[config.mk]
export PLATFORM = sky130hd
export DESIGN_NAME = linear_array_deque
export DESIGN_NICKNAME = d
export VERILOG_FILES = /design/src/sv/lad_pkg.sv /design/src/sv/linear_array_deque.sv /design/src/sv/lad_ram.sv /design/src/sv/lad_ctrl.sv
export SDC_FILE = /design/constraint.sdc
export NUM_CORES = 2
export LEC_CHECK = 0
export BUFFER_PORTS_ARGS = -buffer_cell sky130_fd_sc_hd__buf_4
export CAP_MARGIN = 10
export CORE_UTILIZATION = 50
export CTS_CLUSTER_DIAMETER = 200
export DETAILED_ROUTE_END_ITERATION = 16
export GPL_TIMING_DRIVEN = 1
export MAX_ROUTING_LAYER = met4
export PLACE_DENSITY = 0.68
export SETUP_SLACK_MARGIN = 0.05
export SLEW_MARGIN = 20
export SYNTH_ARGS = -nofsm -noshare
export SYNTH_HDL_FRONTEND = slang
export SYNTH_SLANG_ARGS = --single-unit
[constraint.sdc]
create_clock -name clk -period 4.35 [get_ports clk]
set_clock_uncertainty 0.2 [all_clocks]
set_input_delay 1.0875 -clock clk [delete_from_list [all_inputs] [get_ports clk]]
set_output_delay 1.0875 -clock clk [all_outputs]
set_load 0.03 [all_outputs]
[src/sv/lad_pkg.sv]
// Shared types and constants for the linear array deque.
// Holds operation codes, status codes and the per-transaction result record.
// No dependencies.
package lad_pkg;

    // fixed field widths
    localparam int DATA_W = 32;
    localparam int CAP_W  = 7;
    localparam int MODE_W = 2;
    localparam int STAT_W = 2;

    // capacity after reset
    localparam logic [CAP_W-1:0] CAP_RESET = 7'd64;

    // operation codes
    localparam logic [MODE_W-1:0] MODE_PUSH_REAR  = 2'd0;
    localparam logic [MODE_W-1:0] MODE_PUSH_FRONT = 2'd1;
    localparam logic [MODE_W-1:0] MODE_POP_FRONT  = 2'd2;
    localparam logic [MODE_W-1:0] MODE_POP_REAR   = 2'd3;

    // status codes
    localparam logic [STAT_W-1:0] STAT_DONE        = 2'd0;
    localparam logic [STAT_W-1:0] STAT_PUSH_REFUSE = 2'd1;
    localparam logic [STAT_W-1:0] STAT_POP_REFUSE  = 2'd2;

    // value returned when nothing was popped
    localparam logic [DATA_W-1:0] NO_VALUE = '1;

    // outcome of one operation, handed from control to the output stage
    typedef struct packed {
        logic [STAT_W-1:0] status;
        logic              is_empty;
        logic              is_full;
        logic              pop_ok;
    } lad_res_t;

endpackage

[src/sv/linear_array_deque.sv]
// Top level of the linear array deque: stream ports, output register.
// Instantiates lad_ctrl and lad_ram; depends on lad_pkg.
//
// Double-ended queue in a non-wrapping array of DEPTH 32-bit slots. Each input
// transaction (tuser = operation, tdata = value) gives exactly one output
// transaction with the popped value (or -1), a status code and empty/full
// flags. On acceptance, positions move and the slot memory is written or
// read, and the result waits for the registered slot read data. A new item
// is taken once the previous result has entered the output register and
// that register is free or being drained. Capacity (cfg_we/cfg_wdata) is
// clamped to 1..DEPTH; the user must write it only while idle; not enforced.
module linear_array_deque #(
    parameter int DEPTH = 64
) (
    input  logic        clk,
    input  logic        rst_n,
    input  logic        cfg_we,
    input  logic [6:0]  cfg_wdata,      // capacity
    input  logic        s_tvalid,
    output logic        s_tready,
    input  logic [31:0] s_tdata,        // [31:0] push_value
    input  logic [1:0]  s_tuser,        // [1:0] mode
    output logic        m_tvalid,
    input  logic        m_tready,
    output logic [39:0] m_tdata         // [31:0] pop_value, [33:32] status,
                                        // [34] is_empty, [35] is_full, rest zero
);
    import lad_pkg::*;

    localparam int ADDR_W = (DEPTH > 1) ? $clog2(DEPTH) : 1;
    localparam int PTR_W  = $clog2(DEPTH + 1);

    logic              accept;
    logic              mem_we, mem_re;
    logic [ADDR_W-1:0] mem_waddr, mem_raddr;
    logic [DATA_W-1:0] mem_wdata, mem_rdata;
    lad_res_t          res, pend_reg;
    logic              busy_reg;
    logic              out_valid_reg;
    logic [DATA_W-1:0] pop_value;

    // handshake: one item in flight, output register must be free next cycle
    assign s_tready = !busy_reg && (!out_valid_reg || m_tready);
    assign accept   = s_tvalid && s_tready;

    lad_ctrl #(
        .DEPTH  (DEPTH),
        .ADDR_W (ADDR_W),
        .PTR_W  (PTR_W)
    ) u_ctrl (
        .clk        (clk),
        .rst_n      (rst_n),
        .cfg_we     (cfg_we),
        .cfg_wdata  (cfg_wdata),
        .accept     (accept),
        .mode       (s_tuser),
        .push_value (s_tdata),
        .mem_we     (mem_we),
        .mem_waddr  (mem_waddr),
        .mem_wdata  (mem_wdata),
        .mem_re     (mem_re),
        .mem_raddr  (mem_raddr),
        .res        (res)
    );

    lad_ram #(
        .DEPTH  (DEPTH),
        .ADDR_W (ADDR_W)
    ) u_ram (
        .clk   (clk),
        .we    (mem_we),
        .waddr (mem_waddr),
        .wdata (mem_wdata),
        .re    (mem_re),
        .raddr (mem_raddr),
        .rdata (mem_rdata)
    );

    // hold the outcome while the slot read completes
    always_ff @(posedge clk)
    begin
        if (accept)
        begin
            pend_reg <= res;
        end
    end

    assign pop_value = pend_reg.pop_ok ? mem_rdata : NO_VALUE;

    // busy flag and output valid
    always_ff @(posedge clk or negedge rst_n)
    begin
        if (!rst_n)
        begin
            busy_reg      <= 1'b0;
            out_valid_reg <= 1'b0;
        end
        else
        begin
            busy_reg <= accept;
            if (busy_reg)
            begin
                out_valid_reg <= 1'b1;
            end
            else if (m_tready)
            begin
                out_valid_reg <= 1'b0;
            end
        end
    end

    // output payload register
    always_ff @(posedge clk)
    begin
        if (busy_reg)
        begin
            m_tdata <= {4'b0000, pend_reg.is_full, pend_reg.is_empty,
                        pend_reg.status, pop_value};
        end
    end

    assign m_tvalid = out_valid_reg;

endmodule

[src/sv/lad_ram.sv]
// Slot storage for the linear array deque: one write port, one read port.
// Read data is registered. Depends on lad_pkg.
module lad_ram #(
    parameter int DEPTH  = 64,
    parameter int ADDR_W = 6
) (
    input  logic                      clk,
    input  logic                      we,
    input  logic [ADDR_W-1:0]         waddr,
    input  logic [lad_pkg::DATA_W-1:0] wdata,
    input  logic                      re,
    input  logic [ADDR_W-1:0]         raddr,
    output logic [lad_pkg::DATA_W-1:0] rdata
);
    import lad_pkg::*;

    logic [DATA_W-1:0] mem [DEPTH];

    // write port
    always_ff @(posedge clk)
    begin
        if (we)
        begin
            mem[waddr] <= wdata;
        end
    end

    // registered read port
    always_ff @(posedge clk)
    begin
        if (re)
        begin
            rdata <= mem[raddr];
        end
    end

endmodule

[src/sv/lad_ctrl.sv]
// Position and capacity control for the linear array deque.
// Decides each operation, moves front and rear, drives the slot memory ports.
// Depends on lad_pkg.
module lad_ctrl #(
    parameter int DEPTH  = 64,
    parameter int ADDR_W = 6,
    parameter int PTR_W  = 7
) (
    input  logic                        clk,
    input  logic                        rst_n,
    input  logic                        cfg_we,
    input  logic [lad_pkg::CAP_W-1:0]   cfg_wdata,
    input  logic                        accept,
    input  logic [lad_pkg::MODE_W-1:0]  mode,
    input  logic [lad_pkg::DATA_W-1:0]  push_value,
    output logic                        mem_we,
    output logic [ADDR_W-1:0]           mem_waddr,
    output logic [lad_pkg::DATA_W-1:0]  mem_wdata,
    output logic                        mem_re,
    output logic [ADDR_W-1:0]           mem_raddr,
    output lad_pkg::lad_res_t           res
);
    import lad_pkg::*;

    localparam int CMP_W = (PTR_W > CAP_W) ? PTR_W : CAP_W;
    localparam logic [CMP_W-1:0] DEPTH_C = CMP_W'(DEPTH);
    localparam logic [CMP_W-1:0] ONE_C   = CMP_W'(1);

    logic [CAP_W-1:0] cap_reg;
    logic [PTR_W-1:0] front_reg, front_next;
    logic [PTR_W-1:0] rear_reg, rear_next;
    logic [CMP_W-1:0] cap_ext, cap_eff;
    logic             nonempty;

    // capacity clamped to 1..DEPTH
    always_comb
    begin
        cap_ext = CMP_W'(cap_reg);
        if (cap_ext == '0)
        begin
            cap_eff = ONE_C;
        end
        else if (cap_ext > DEPTH_C)
        begin
            cap_eff = DEPTH_C;
        end
        else
        begin
            cap_eff = cap_ext;
        end
    end

    assign nonempty = (front_reg < rear_reg);

    // operation decode, memory access and next positions
    always_comb
    begin
        front_next = front_reg;
        rear_next  = rear_reg;
        mem_we     = 1'b0;
        mem_re     = 1'b0;
        mem_waddr  = ADDR_W'(rear_reg);
        mem_raddr  = ADDR_W'(front_reg);
        mem_wdata  = push_value;
        res.status = STAT_DONE;
        res.pop_ok = 1'b0;
        case (mode)
            MODE_PUSH_REAR:
            begin
                if (CMP_W'(rear_reg) >= cap_eff)
                begin
                    res.status = STAT_PUSH_REFUSE;
                end
                else
                begin
                    mem_we    = accept;
                    mem_waddr = ADDR_W'(rear_reg);
                    rear_next = rear_reg + PTR_W'(1);
                end
            end
            MODE_PUSH_FRONT:
            begin
                if (front_reg == '0)
                begin
                    res.status = STAT_PUSH_REFUSE;
                end
                else
                begin
                    mem_we     = accept;
                    mem_waddr  = ADDR_W'(front_reg - PTR_W'(1));
                    front_next = front_reg - PTR_W'(1);
                end
            end
            MODE_POP_FRONT:
            begin
                if (!nonempty)
                begin
                    res.status = STAT_POP_REFUSE;
                end
                else
                begin
                    mem_re     = accept;
                    mem_raddr  = ADDR_W'(front_reg);
                    front_next = front_reg + PTR_W'(1);
                    res.pop_ok = 1'b1;
                end
            end
            default:
            begin
                if (!nonempty)
                begin
                    res.status = STAT_POP_REFUSE;
                end
                else
                begin
                    mem_re     = accept;
                    mem_raddr  = ADDR_W'(rear_reg - PTR_W'(1));
                    rear_next  = rear_reg - PTR_W'(1);
                    res.pop_ok = 1'b1;
                end
            end
        endcase
        res.is_empty = (front_next == rear_next);
        res.is_full  = (CMP_W'(rear_next) >= cap_eff);
    end

    // position and capacity registers
    always_ff @(posedge clk or negedge rst_n)
    begin
        if (!rst_n)
        begin
            cap_reg   <= CAP_RESET;
            front_reg <= '0;
            rear_reg  <= '0;
        end
        else
        begin
            if (cfg_we)
            begin
                cap_reg <= cfg_wdata;
            end
            if (accept)
            begin
                front_reg <= front_next;
                rear_reg  <= rear_next;
            end
        end
    end

endmodule
==> impl_metrics.json <==
{
  "leakagePower_nw": 34.06,
  "reg_top3": "u_ram.mem (2048), m_tdata (36), u_ram.rdata (32)",
  "grt.total_usage": 0.3138,
  "endpoint": "u_ram.rdata[18]",
  "cts.path.max_buffers": 3,
  "grt_pass1_vias": 49770,
  "critPathSlowestCell": "or4_1",
  "cap_viol_max_count": 0,
  "critical_path_buf_inv_count": 8,
  "mostFrequentLayoutCell": "edfxtp_1",
  "drcViolationCount": 0,
  "wire_per_inst_um": 32.26,
  "routabilityCongestion": 0.9425,
  "fin_total_pwr_w": 0.06736,
  "reg2reg_to": "u_ram.rdata[18]",
  "worstSetupPathType": "flop to flop",
  "cp-start-kind": "flop",
  "synth_flop_cell": "edfxtp_1",
  "min_path_type": "flop to flop",
  "internal-power_w": 0.04390,
  "rows": 150,
  "rsz0062_at_grt": "yes",
  "h-tree-depth": 4,
  "period_needed_ns": 4.278,
  "syn_to_final_growth_pct": 21.15,
  "vias": 52110,
  "crit_chain": "inv_2 > ha_1 > nand2_1 > o211ai_1 > buf_4 > a21o_4 > mux2i_4 > buf_12 > buf_4 > clkbuf_16 > buf_8 > nand2_4 > buf_4 > clkbuf_16 > o22ai_1 > o21ai_0 > o21ai_0 > or4_1",
  "drtIter0Drc": 7921,
  "synth.distinct_cells": 69,
  "crit_path_frequent_cell": "buf_4",
  "grt_max_degree": 65,
  "combPwrFrac": 0.385,
  "grt_use_met2": 0.4790,
  "grt-ovfl-total": 0,
  "required_ns": 4.72,
  "cts.clk_slew.worst_paths_ns": 0.06,
  "p_sw_w": 0.02346,
  "netSwitchingFraction": 0.3482,
  "largest_register_ffs": 2048,
  "mostFrequentLayoutCells": "2121 x edfxtp_1, 650 x nand2_1, 526 x buf_4",
  "ir_worst_vdd_mv": 0.4713,
  "relSlewSlack": 0.3803,
  "synth-edff-count": 2121,
  "wl_mm": 261.0,
  "cts_num_sinks": 2144,
  "path_delay_family": "buffers and inverters",
  "status": "finished clean",
  "path_max_fanout": 15,
  "root_buffer": "clkbuf_16",
  "setup_violations": 0,
  "synthArstFlopShare": 0.01073,
  "synth-seq-area-share": 0.7646,
  "nets": 5771,
  "initial_core_util": 0.5032,
  "drv_slew": 0,
  "io_buffer_count": 83,
  "cts_tree": "built",
  "fp.dieH_um": 412.0,
  "drive_gt1_frac": 0.2263,
  "cts_buffers": 209,
  "cp.depth": 18,
  "p_seq_frac": 0.351,
  "antenna_found_initial": 28,
  "hpwl_mm": 165.7,
  "crit_start": "u_ctrl.rear_reg[6]",
  "ys_ff_latch": 2144,
  "firstDrtPassIters": 6,
  "cp_slowest_stage_delay_ns": 0.57,
  "syn-cell-area_um2": 84060,
  "grtUsageMet1": 0.4158,
  "fmax_mhz": 233.8,
  "use_met3": 0.06488,
  "grt_most_used_layer": "met2",
  "via_per_inst": 6.441,
  "dieArea_um2": 169800,
  "insertion_delay_ns": 0.85,
  "netlist_instances": 5026,
  "final.period_utilization": 0.9833,
  "worst_pin_slew_ns": 0.9245,
  "io-pin-count": 88,
  "power_frac_clock": 0.265,
  "worstPathArrival_ns": 4.65,
  "power_per_cell_area_nw_per_um2": 661.4,
  "core_region_area_um2": 167000,
  "grt_pass1_wl_mm": 364.6,
  "fin_tns_setup_ns": 0,
  "critPathCaptureType": "flop",
  "synth.avg_cell_area_um2": 16.72,
  "yosys_warnings": 0,
  "ff2ff_path_depth": 18,
  "largest-register": "u_ram.mem",
  "drtAntennaViolNets": 0,
  "reg2reg_from": "u_ctrl.rear_reg[6]",
  "hold_viol_final": 0,
  "die_x_um": 412.0,
  "r2r_setup_slack_ns": 0.07
}
stage by stage:
step,hold slack [ns],utilization,cells,instance area [µm²],setup slack [ns]
2_1_floorplan,0.2003,-,5029,84070,-0.3589
3_3_place_gp,0.2034,0.5658,7665,94500,-0.5921
3_5_place_dp,0.2070,0.5658,7665,94510,-0.5580
4_1_cts,0.2230,0.6066,8053,101300,0.02530
5_1_grt,0.2316,0.6096,8087,101800,0.002543
6_report,0.2232,0.6097,8091,101800,0.07244
layout make-up:
type / count / area [µm²]
fill: 11890 / 65200
antenna: 19 / 47.55
clock inverter: 126 / 1301
timing repair buffer: 764 / 8696
tap: 2204 / 2758
multi-input combinational: 2555 / 19250
inverter: 21 / 78.83
clock buffer: 258 / 5435
sequential: 2144 / 64270
how the worst min path moves through the flow:
| stage | from | to | slack (ns) | depth (start not counted) |
|---|---|---|---|---|
| final | pend_reg[1] | m_tdata[35] | 0.22 | 0 |
| after global routing | pend_reg[1] | m_tdata[35] | 0.23 | 0 |
| after CTS | pend_reg[1] | m_tdata[35] | 0.22 | 0 |
| after detailed placement | pend_reg[1] | m_tdata[35] | 0.21 | 0 |
| after global placement | pend_reg[4] | m_tdata[33] | 0.20 | 0 |
| after floorplan | pend_reg[3] | m_tdata[32] | 0.20 | 0 |
cells by family (layout without fill, tap and decap cells):
| kind of cell | Yosys count | after routing | share of synthesized area |
|---|---|---|---|
| xor+xnor | 19 | 19 | 0.001980 |
| other cells | 1 | 23 | 0.00004461 |
| fa+ha+maj | 30 | 30 | 0.004465 |
| flops | 2144 | 2144 | 0.7646 |
| compound gates | 762 | 762 | 0.06036 |
| simple gates | 1127 | 1128 | 0.05871 |
| mux | 612 | 612 | 0.09273 |
| buf+inv | 331 | 1169 | 0.01715 |
cells in the mapped netlist, types with 37 or more instances:
| master | n | area share |
|---|---|---|
| nand2b_1 | 38 | 0.0028 |
| o21ai_0 | 85 | 0.0051 |
| nand3_1 | 185 | 0.011 |
| nor3_1 | 42 | 0.0025 |
| buf_1 | 37 | 0.0017 |
| nor2_1 | 98 | 0.0044 |
| buf_2 | 84 | 0.0050 |
| nand2_1 | 654 | 0.029 |
| o221ai_1 | 145 | 0.015 |
| mux2i_1 | 466 | 0.055 |
| a21oi_1 | 274 | 0.016 |
| o22ai_1 | 76 | 0.0057 |
| mux4_2 | 132 | 0.035 |
| edfxtp_1 | 2121 | 0.76 |
| clkbuf_1 | 164 | 0.0073 |
timing repair:
| action | 4_1_cts | 5_1_grt |
|---|---|---|
| gates resized for setup | 11 | 55 |
| setup endpoints to repair | 28 | 113 |
| endpoints found under the hold margin | 22 | 0 |
| hold buffers | 1 | 0 |
| buffers inserted | 3 | 13 |
| cloned | 0 | 6 |
| pin swaps | 1 | 5 |
power by group through the flow:
stage | logic (W) | clock network, W | registers [W]
detailed placement | 0.0247 | 0 | 0.0241
CTS | 0.0250 | 0.0179 | 0.0236
floorplan | 0.0123 | 0 | 0.0240
global route | 0.0270 | 0.0187 | 0.0236
finish | 0.0259 | 0.0178 | 0.0236
global placement | 0.0245 | 0 | 0.0241
routing by layer:
layer	share of wire	up-vias
met5	0	-
met3	0.12	691
li1	-	21330
met4	0.044	0
met1	0.37	26470
met2	0.47	3623
No activity file was read; power rests on OpenSTA's default activity.
